`src/hw/rtl/gra_pkg.sv`:
```
// package: constants, types and the sequencer state encoding for the rectangle allocator
package gra_pkg;
  localparam int MAX_RECTS  = 64;
  localparam int COORD_BITS = 13;
  localparam int IDX_BITS   = $clog2(MAX_RECTS);
  localparam int CNT_BITS   = $clog2(MAX_RECTS + 1);
  localparam int DIM_BITS   = 13;
  localparam int GUARD_BITS = 8;
  localparam int CFG_IDX_BITS = 1;
  localparam int REG_ATLAS_W = 0;
  localparam int REG_ATLAS_H = 1;

  typedef logic [COORD_BITS-1:0] coord_t;

  typedef struct packed {
    coord_t x0;
    coord_t y0;
    coord_t x1;
    coord_t y1;
  } box_t;

  typedef enum logic [1:0] {
    ST_OK      = 2'd0,
    ST_NO_FIT  = 2'd1,
    ST_FULL    = 2'd2
  } status_t;

  localparam logic KIND_CLEAR = 1'b0;
  localparam logic KIND_ALLOC = 1'b1;

  typedef enum logic [2:0] {
    S_IDLE,
    S_SCAN,
    S_FETCH,
    S_SPLIT,
    S_MOVE,
    S_DONE
  } state_t;

  typedef struct packed {
    logic [DIM_BITS-1:0]   item_width;
    logic [DIM_BITS-1:0]   item_height;
    logic [GUARD_BITS-1:0] guard_x;
    logic [GUARD_BITS-1:0] guard_y;
    logic                  kind;
  } req_t;

  typedef struct packed {
    logic [1:0]            status;
    logic [COORD_BITS-1:0] place_x;
    logic [COORD_BITS-1:0] place_y;
    logic [CNT_BITS-1:0]   free_count;
  } rsp_t;
endpackage

```
`src/hw/rtl/gra_if.sv`:
```
// interfaces: request, response and configuration channels
interface gra_req_if import gra_pkg::*; ();
  logic                  valid;
  logic                  ready;
  logic                  kind;
  logic [DIM_BITS-1:0]   item_width;
  logic [DIM_BITS-1:0]   item_height;
  logic [GUARD_BITS-1:0] guard_x;
  logic [GUARD_BITS-1:0] guard_y;
  modport source (output valid, kind, item_width, item_height, guard_x, guard_y,
                  input ready);
  modport sink (input valid, kind, item_width, item_height, guard_x, guard_y,
                output ready);
endinterface

interface gra_rsp_if import gra_pkg::*; ();
  logic                  valid;
  logic                  ready;
  logic [1:0]            status;
  logic [COORD_BITS-1:0] place_x;
  logic [COORD_BITS-1:0] place_y;
  logic [CNT_BITS-1:0]   free_count;
  modport source (output valid, status, place_x, place_y, free_count, input ready);
  modport sink (input valid, status, place_x, place_y, free_count, output ready);
endinterface

interface gra_cfg_if import gra_pkg::*; ();
  logic                    valid;
  logic                    ready;
  logic [CFG_IDX_BITS-1:0] index;
  logic [12:0]             data;
  modport source (output valid, index, data, input ready);
  modport sink (input valid, index, data, output ready);
endinterface

```
`src/hw/rtl/guillotine_rect_allocator_top.sv`:
```
// top level: guillotine free-rectangle allocator with a one-read, one-write rectangle memory
// sequence from request accept to response valid: a clear goes straight to done; an allocate
// runs scan (ends early on an exact fit), fetch, split if a fit was found, move when the entry
// is used up, then done; one request at a time, a new one is taken only in idle
// reset: synchronous, atlas 1024x1024, entry 0 = full atlas written in the first idle cycle
// response register lets the next request enter while a result waits; done stalls until it drains
module guillotine_rect_allocator_top import gra_pkg::*; (
  input logic clk,
  input logic rst,
  gra_req_if.sink   req,
  gra_rsp_if.source rsp,
  gra_cfg_if.sink   cfg
);

  // rectangle memory, registered read
  box_t mem [MAX_RECTS];
  box_t rd_data;
  logic [IDX_BITS-1:0] rd_addr;
  logic                wr_en;
  logic [IDX_BITS-1:0] wr_addr;
  box_t                wr_data;

  always_ff @(posedge clk) begin
    if (wr_en) begin
      mem[wr_addr] <= wr_data;
    end
    rd_data <= mem[rd_addr];
  end

  // configuration registers
  logic [12:0] atlas_w;
  logic [12:0] atlas_h;
  assign cfg.ready = 1'b1;
  always_ff @(posedge clk) begin
    if (rst) begin
      atlas_w <= 13'd1024;
      atlas_h <= 13'd1024;
    end else if (cfg.valid) begin
      case (cfg.index)
        CFG_IDX_BITS'(REG_ATLAS_W): atlas_w <= cfg.data;
        CFG_IDX_BITS'(REG_ATLAS_H): atlas_h <= cfg.data;
        default: ;
      endcase
    end
  end

  // sequencer registers
  state_t state, state_next;
  logic [CNT_BITS-1:0] count;
  logic [CNT_BITS-1:0] scan_idx;     // address issued this cycle
  logic                scan_vld;     // rd_data holds entry scan_chk
  logic [IDX_BITS-1:0] scan_chk;
  logic                found;
  logic [IDX_BITS-1:0] best;
  logic [COORD_BITS-1:0] best_left;
  logic [COORD_BITS:0] gw, gh;        // gross size, may exceed coord range
  logic [GUARD_BITS-1:0] gx, gy;
  status_t             res_status;   // working result, copied to rsp_q in done
  logic [COORD_BITS-1:0] res_x, res_y;
  logic                rsp_full;
  rsp_t                rsp_q;
  logic                boot;         // write entry 0 after reset
  logic                pend;         // second piece waits for the append write in done
  box_t                pend_box;

  // current entry evaluation
  logic [COORD_BITS-1:0] rw, rh;
  logic                fits;
  logic [COORD_BITS-1:0] dx, dy, m;
  always_comb begin
    rw = rd_data.x1 - rd_data.x0;
    rh = rd_data.y1 - rd_data.y0;
    fits = (rd_data.x1 >= rd_data.x0) && (rd_data.y1 >= rd_data.y0) &&
           ({1'b0, rw} >= gw) && ({1'b0, rh} >= gh);
    dx = rw - gw[COORD_BITS-1:0];
    dy = rh - gh[COORD_BITS-1:0];
    m  = (dx < dy) ? dx : dy;
  end

  // split of the chosen rectangle (rd_data in S_SPLIT)
  box_t pa, pb;
  logic ea, eb;
  always_comb begin
    if (dx > dy) begin
      pa = '{x0: rd_data.x0 + gw[COORD_BITS-1:0], y0: rd_data.y0,
             x1: rd_data.x1, y1: rd_data.y1};
      pb = '{x0: rd_data.x0, y0: rd_data.y0 + gh[COORD_BITS-1:0],
             x1: rd_data.x0 + gw[COORD_BITS-1:0], y1: rd_data.y1};
    end else begin
      pa = '{x0: rd_data.x0, y0: rd_data.y0 + gh[COORD_BITS-1:0],
             x1: rd_data.x1, y1: rd_data.y1};
      pb = '{x0: rd_data.x0 + gw[COORD_BITS-1:0], y0: rd_data.y0,
             x1: rd_data.x1, y1: rd_data.y0 + gh[COORD_BITS-1:0]};
    end
    ea = (pa.x1 <= pa.x0) || (pa.y1 <= pa.y0);
    eb = (pb.x1 <= pb.x0) || (pb.y1 <= pb.y0);
  end

  wire scan_last = (scan_idx == count);
  assign req.ready = (state == S_IDLE) && !boot;
  wire acc = req.valid && req.ready;
  wire rsp_take = rsp.valid && rsp.ready;
  // done hands its result over once the response register is free
  wire rsp_load = (state == S_DONE) && (!rsp_full || rsp_take);

  // next state
  always_comb begin
    state_next = state;
    case (state)
      S_IDLE:  if (acc) state_next = (req.kind == KIND_CLEAR) ? S_DONE : S_SCAN;
      S_SCAN: begin
        if ((scan_vld && fits && dx == '0 && dy == '0) || scan_last) state_next = S_FETCH;
      end
      S_FETCH: state_next = found ? S_SPLIT : S_DONE;
      S_SPLIT: state_next = (ea && eb) ? S_MOVE : S_DONE;
      S_MOVE:  state_next = S_DONE;
      S_DONE:  state_next = rsp_load ? S_IDLE : S_DONE;
      default: state_next = S_IDLE;
    endcase
  end

  // memory port control
  always_comb begin
    rd_addr = scan_idx[IDX_BITS-1:0];
    wr_en   = 1'b0;
    wr_addr = best;
    wr_data = pa;
    case (state)
      S_IDLE: begin
        if (boot || (acc && req.kind == KIND_CLEAR)) begin
          wr_en   = 1'b1;
          wr_addr = '0;
          wr_data = '{x0: '0, y0: '0, x1: atlas_w[COORD_BITS-1:0],
                      y1: atlas_h[COORD_BITS-1:0]};
        end
      end
      S_FETCH: rd_addr = best;
      S_SPLIT: begin
        rd_addr = IDX_BITS'(count - 1'b1);
        if (!(ea && eb) && !(!ea && !eb && count == CNT_BITS'(MAX_RECTS))) begin
          wr_en   = 1'b1;
          wr_addr = best;
          wr_data = ea ? pb : pa;
        end
      end
      S_MOVE: begin
        wr_en   = 1'b1;
        wr_addr = best;
        wr_data = rd_data;
      end
      S_DONE: begin
        // append of the second piece at the end of the table
        if (pend) begin
          wr_en   = 1'b1;
          wr_addr = count[IDX_BITS-1:0];
          wr_data = pend_box;
        end
      end
      default: ;
    endcase
  end

  always_ff @(posedge clk) begin
    if (rst) begin
      state    <= S_IDLE;
      count    <= CNT_BITS'(1);
      rsp_full <= 1'b0;
      boot     <= 1'b1;
      pend     <= 1'b0;
    end else begin
      state <= state_next;
      boot  <= 1'b0;
      if (rsp_load) rsp_full <= 1'b1;
      else if (rsp_take) rsp_full <= 1'b0;
      if (rsp_load) begin
        rsp_q <= '{status: res_status, place_x: res_x, place_y: res_y,
                   free_count: pend ? count + CNT_BITS'(1) : count};
      end
      case (state)
        S_IDLE: if (acc) begin
          gw <= (COORD_BITS+1)'(req.item_width) + (COORD_BITS+1)'({req.guard_x, 1'b0});
          gh <= (COORD_BITS+1)'(req.item_height) + (COORD_BITS+1)'({req.guard_y, 1'b0});
          gx <= req.guard_x;
          gy <= req.guard_y;
          scan_idx   <= '0;
          scan_vld   <= 1'b0;
          found      <= 1'b0;
          best_left  <= '1;
          res_status <= ST_OK;
          res_x      <= '0;
          res_y      <= '0;
          if (req.kind == KIND_CLEAR) count <= CNT_BITS'(1);
        end
        S_SCAN: begin
          if (scan_vld && fits && (!found || m < best_left || (dx == '0 && dy == '0))) begin
            found     <= 1'b1;
            best      <= scan_chk;
            best_left <= m;
          end
          scan_chk <= scan_idx[IDX_BITS-1:0];
          scan_vld <= !scan_last;
          if (!scan_last) scan_idx <= scan_idx + CNT_BITS'(1);
        end
        S_FETCH: if (!found) res_status <= ST_NO_FIT;
        S_SPLIT: begin
          if (!ea && !eb && count == CNT_BITS'(MAX_RECTS)) begin
            res_status <= ST_FULL;
          end else begin
            res_x <= rd_data.x0 + COORD_BITS'(gx);
            res_y <= rd_data.y0 + COORD_BITS'(gy);
            if (ea && eb) count <= count - CNT_BITS'(1);
            if (!ea && !eb) begin
              pend     <= 1'b1;
              pend_box <= pb;
            end
          end
        end
        S_DONE: begin
          if (pend) begin
            pend  <= 1'b0;
            count <= count + CNT_BITS'(1);
          end
        end
        default: ;
      endcase
    end
  end

  assign rsp.valid      = rsp_full;
  assign rsp.status     = rsp_q.status;
  assign rsp.place_x    = rsp_q.place_x;
  assign rsp.place_y    = rsp_q.place_y;
  assign rsp.free_count = rsp_q.free_count;

  a_count_range: assert property (@(posedge clk) disable iff (rst)
    count <= CNT_BITS'(MAX_RECTS)) else $error("rect count overflow");
  a_no_accept_busy: assert property (@(posedge clk) disable iff (rst)
    (state != S_IDLE) |-> !req.ready) else $error("accept while busy");
  a_rsp_hold: assert property (@(posedge clk) disable iff (rst)
    (rsp.valid && !rsp.ready) |=> rsp.valid) else $error("response dropped");
endmodule

```
`src/flat_wrapper.sv`:
```
// flat-port wrapper written by rule: the top's interface ports become plain ports
module guillotine_rect_allocator_top_flat import gra_pkg::*;
  (clk, rst, req_valid, req_kind, req_item_width, req_item_height, req_guard_x, req_guard_y, req_ready, rsp_valid, rsp_status, rsp_place_x, rsp_place_y, rsp_free_count, rsp_ready, cfg_valid, cfg_index, cfg_data, cfg_ready);
  gra_req_if req_i ();
  gra_rsp_if rsp_i ();
  gra_cfg_if cfg_i ();
  input logic clk;
  input logic rst;
  input wire logic [$bits(req_i.valid)-1:0] req_valid;
  input wire logic [$bits(req_i.kind)-1:0] req_kind;
  input wire logic [$bits(req_i.item_width)-1:0] req_item_width;
  input wire logic [$bits(req_i.item_height)-1:0] req_item_height;
  input wire logic [$bits(req_i.guard_x)-1:0] req_guard_x;
  input wire logic [$bits(req_i.guard_y)-1:0] req_guard_y;
  output wire logic [$bits(req_i.ready)-1:0] req_ready;
  output wire logic [$bits(rsp_i.valid)-1:0] rsp_valid;
  output wire logic [$bits(rsp_i.status)-1:0] rsp_status;
  output wire logic [$bits(rsp_i.place_x)-1:0] rsp_place_x;
  output wire logic [$bits(rsp_i.place_y)-1:0] rsp_place_y;
  output wire logic [$bits(rsp_i.free_count)-1:0] rsp_free_count;
  input wire logic [$bits(rsp_i.ready)-1:0] rsp_ready;
  input wire logic [$bits(cfg_i.valid)-1:0] cfg_valid;
  input wire logic [$bits(cfg_i.index)-1:0] cfg_index;
  input wire logic [$bits(cfg_i.data)-1:0] cfg_data;
  output wire logic [$bits(cfg_i.ready)-1:0] cfg_ready;
  assign req_i.valid = req_valid;
  assign req_i.kind = req_kind;
  assign req_i.item_width = req_item_width;
  assign req_i.item_height = req_item_height;
  assign req_i.guard_x = req_guard_x;
  assign req_i.guard_y = req_guard_y;
  assign req_ready = req_i.ready;
  assign rsp_valid = rsp_i.valid;
  assign rsp_status = rsp_i.status;
  assign rsp_place_x = rsp_i.place_x;
  assign rsp_place_y = rsp_i.place_y;
  assign rsp_free_count = rsp_i.free_count;
  assign rsp_i.ready = rsp_ready;
  assign cfg_i.valid = cfg_valid;
  assign cfg_i.index = cfg_index;
  assign cfg_i.data = cfg_data;
  assign cfg_ready = cfg_i.ready;
  guillotine_rect_allocator_top u_core (.clk(clk), .rst(rst), .req(req_i), .rsp(rsp_i), .cfg(cfg_i));
endmodule
```
`config.mk`:
```
export PLATFORM = sky130hd
export DESIGN_NAME = guillotine_rect_allocator_top_flat
export DESIGN_NICKNAME = d
export VERILOG_FILES = /design/src/hw/rtl/gra_pkg.sv /design/src/hw/rtl/gra_if.sv /design/src/hw/rtl/guillotine_rect_allocator_top.sv /design/src/flat_wrapper.sv
export SDC_FILE = /design/constraint.sdc
export NUM_CORES = 2
export LEC_CHECK = 0
export BUFFER_PORTS_ARGS = -buffer_cell sky130_fd_sc_hd__buf_4
export CORE_UTILIZATION = 60
export CTS_BUF_LIST = sky130_fd_sc_hd__clkbuf_4 sky130_fd_sc_hd__clkbuf_8
export CTS_CLUSTER_DIAMETER = 100
export CTS_CLUSTER_SIZE = 12
export DETAILED_ROUTE_END_ITERATION = 7
export GPL_TIMING_DRIVEN = 0
export HOLD_SLACK_MARGIN = 0.08
export PLACE_DENSITY_LB_ADDON = 0.05
export SLEW_MARGIN = 20
export SYNTH_ARGS = -nofsm -noshare
export SYNTH_HDL_FRONTEND = slang
export SYNTH_SLANG_ARGS = --single-unit
```
`constraint.sdc`:
```
create_clock -name clk -period 14.7 [get_ports clk]
set_input_delay 1.47 -clock clk [delete_from_list [all_inputs] [get_ports clk]]
set_output_delay 1.47 -clock clk [all_outputs]
set_load 0.01 [all_outputs]
```
==> results by group <==
Synth
  – Syn avg cell area: 18.7 µm²
  – Post-synth EDFFs: 3521
  – Synthesized area: 0.147 mm²
  – Sequential area share after synthesis: 73.4%
  – Distinct cells, synth: 90
  – Syn nets: 8099
  – Ys Warns: 0
  – Most used DFF post-synth: edfxtp_1
  – Flops & latches, synth: 3612
  – Syn Inst Count: 7848
  – Post-synth ARST share: 0%

Timing
  – Slew Limit Headroom: 8.35%
  – Fin crit period: 14.17 ns
  – Period utilization: 96.4%
  – Max Freq: 70.6 MHz
  – Fin Clk Skew: 0.143 ns
  – Hold Vio Cnt, Final: 0
  – Slew Limit Fails: 0
  – Worst Max-Slew Pin Slew: 1.37 ns
  – Count of final setup violators: 0
  – Unrepaired setup endpoints after global routing: false
  – Final TNS setup: 0 ns

Global routing
  – GRT Overall Usage: 36.2%
  – Largest net degree at the start of global routing: 65
  – First-pass GRT wire length: 614000 µm
  – Number of global-route vias before repair: 81600
  – GR Overflow Total: 0
  – Antenna violations before repair: 31

Hold path
  – Hold Crit Class: reg2reg
  – Start point of the worst hold path: u_core.scan_chk[3]
  – WHS Path Cells: 0
  – Hold endpoint: u_core.best[3]

Routing
  – DRC viols: 0
  – Vias per inst: 6.84
  – Initial DRC count: 11300
  – Met2 WL: 209000 µm
  – Met3 Wirelength: 42900 µm
  – Post-detailed-route count of antenna-violating nets: 0
  – 1st-pass router iterations: 6
  – Met1 wire length: 165000 µm
  – Routed wire length: 442000 µm
  – Vias: 83600
  – Highest layer used for signal routing: met5
  – Routed wire length per instance: 36.1 µm

Worst setup path
  – Most used cell along the critical path: a21o_1
  – CP max stage delay: 0.89 ns
  – Max Fanout on Critical Path: 10
  – Type of origin of the critical path: flop
  – Data arrival, critical path: 14.98 ns
  – Crit Path Class: reg2reg
  – Reg2Reg Setup Slack: 0.53 ns
  – RR Startpoint: u_core.rd_data[27]
  – Crit path required time: 15.51 ns
  – Buffers & Inverters on Critical Path: 10
  – CP top delay family: compound AO/OA/AOI/OAI gates
  – FF-to-FF End: u_core.mem[22][44]
  – R2r worst-path depth: 48
  – Crit. End Element: flop
  – Crit-path slowest cell: dfxtp_1

Clocking
  – CTS H-tree depth: 5
  – Clock buffer depth: 4
  – Clk slew on worst S/H paths: 0.08 ns
  – CTS tree: built
  – CTS buffer count: 351
  – Number of setup buffers added after CTS: 0
  – Post-cts sizing count: 0
  – Worst skew pair latency: 1.15 ns
  – Clock sinks: 3612
  – Cts hold-fix bufs: 0
  – Root buf cell: clkbuf_8

Layout
  – Register area: 0.108 mm²
  – Layout cells sized above 1: 25.1%
  – Area of the multi-input gates: 0.0379 mm²
  – Nets: 9167
  – Post-route design area: 0.165 mm²
  – Layout area overhead: 12.2%
  – Filler cells: 16000

Die
  – Initial Utilization: 60.3%
  – Core area: 0.243 mm²
  – Die height: 496 µm
  – Die Wd: 496 µm
  – # IOs: 100
  – DIE AREA: 0.246 mm²
  – Rows: 181

Outcome
  – Outcome: finished, final reports clean

Flow run
  – Max cap viols: 0

Placement
  – Placed Area: 0.159 mm²
  – Port Buffers: 98
  – Post-DP HPWL: 326000 µm
  – Final GP Congestion: 0.979
-- area by class of cell --
type | instances | share of cell area [%]
well taps | 3202 | 2.43
diodes | 20 | 0.0304
clock inverters | 11 | 0.0798
inverters | 156 | 0.356
flip-flops and latches | 3612 | 65.4
repair buffers | 715 | 4.30
clock buffers | 422 | 3.28
plain buffers | 450 | 1.12
multi-input cells | 3630 | 23.0
-- metrics by stage --
stage	hold slack [ns]	instances	setup slack, ns	util (%)
global route	0.427	12200	0.000471	67.7
floorplan	0.400	7848	1.37	-
global placement	0.401	11100	-7.31	62.3
finish	0.423	12200	0.528	67.7
detailed placement	0.405	11800	0.487	65.4
CTS	0.424	12200	0.524	67.7
-- layout by cell type, fill, tap and decap left out, types with 179 or more instances in the layout --
master    instances
a211oi_1        241
a21oi_1         269
and2_1          222
buf_4           542
clkbuf_1        262
clkbuf_8        356
edfxtp_1       3521
ha_1            179
mux4_2          832
nand2_1         630
-- routing by layer --
metal  global-route usage (%)  vias up
met5                        0        -
li1                         -    33900
met4                     17.5        8
met1                     49.2    43900
met2                     56.9     4829
met3                     7.18      940
-- Yosys cell counts, types with 5 or more instances --
cell	n	area share, %
nor3b_1	17	0.087
dfxtp_1	91	1.2
nor3_1	80	0.27
buf_2	11	0.038
o211ai_1	13	0.067
xor2_1	35	0.21
a221oi_1	22	0.13
mux2i_1	18	0.12
o31ai_1	7	0.036
edfxtp_1	3521	72
o21ai_0	118	0.40
ha_1	179	1.5
mux2_2	5	0.038
buf_6	6	0.046
and2_1	222	0.95
o21ai_1	11	0.038
mux4_2	832	13
inv_1	155	0.40
nand2_1	630	1.6
clkbuf_1	301	0.77
or2_2	11	0.047
a21oi_1	272	0.93
nor2b_1	32	0.14
a2bb2oi_1	24	0.14
a22o_1	27	0.16
a311oi_1	106	0.63
o21a_1	12	0.061
a221o_1	35	0.24
nand4_1	23	0.098
o21bai_1	20	0.10
buf_1	131	0.34
nor4_1	6	0.026
a21o_1	62	0.32
xnor2_1	85	0.51
or3_1	8	0.034
nand3_1	40	0.14
a31oi_1	113	0.48
nand2b_1	41	0.17
and3_1	16	0.068
a21boi_0	22	0.11
fa_1	10	0.14
nor2_1	124	0.32
a211oi_1	272	1.4
-- worst register-to-register path, delay by kind of cell, from the launching register on --
kind | cells | cell delay (ns)
simple gates | 6 | 1.43
buf+inv | 10 | 2.92
xor+xnor | 1 | 0.27
fa+ha+maj | 6 | 2.42
compound gates | 25 | 6.05
flops | 1 | 0.89
-- sequential cells by signal, summed over array words and instances, names as in the netlist, 3 cells and up --
register,cells
u_core.rsp.place_y,13
u_core.gh,14
u_core.pend_box,52
u_core.gw,14
u_core.best,6
u_core.rd_data,52
u_core.rsp.free_count,7
u_core.res_x,13
u_core.scan_chk,6
u_core.res_y,13
u_core.mem,3328
u_core.atlas_h,13
u_core.gx,8
u_core.atlas_w,13
u_core.scan_idx,7
u_core.state,3
u_core.rsp.place_x,13
u_core.count,7
u_core.gy,8
u_core.best_left,13
-- kinds of logic (layout without fill, tap and decap cells) --
group / Yosys count / after routing / synth area share [%]
and+or+nand+nor: 1265 / 1265 / 4.05
buffers and inverters: 606 / 1754 / 1.59
muxes: 855 / 855 / 12.9
AOI/OAI and AO/OA: 1196 / 1196 / 5.65
xor gates and xnor gates: 120 / 120 / 0.717
DFF: 3612 / 3612 / 73.4
other: 1 / 21 / 0.00256
adders and majority gates: 193 / 193 / 1.69
-- how the worst max path moves through the flow --
stage | startpoint | end | cells past startpoint
final | u_core.rd_data[27] | u_core.mem[22][44] | 48
after global routing | u_core.rd_data[27] | u_core.mem[29][44] | 50
after CTS | u_core.rd_data[27] | u_core.mem[29][44] | 48
after detailed placement | u_core.rd_data[27] | u_core.mem[29][44] | 48
after global placement | u_core.rd_data[27] | u_core.mem[9][32] | 40
after floorplan | u_core.rd_data[27] | u_core.pend_box[0] | 41
Power is not shown: default switching activity piles up to over one toggle a cycle in this logic, so the estimate is an artifact.
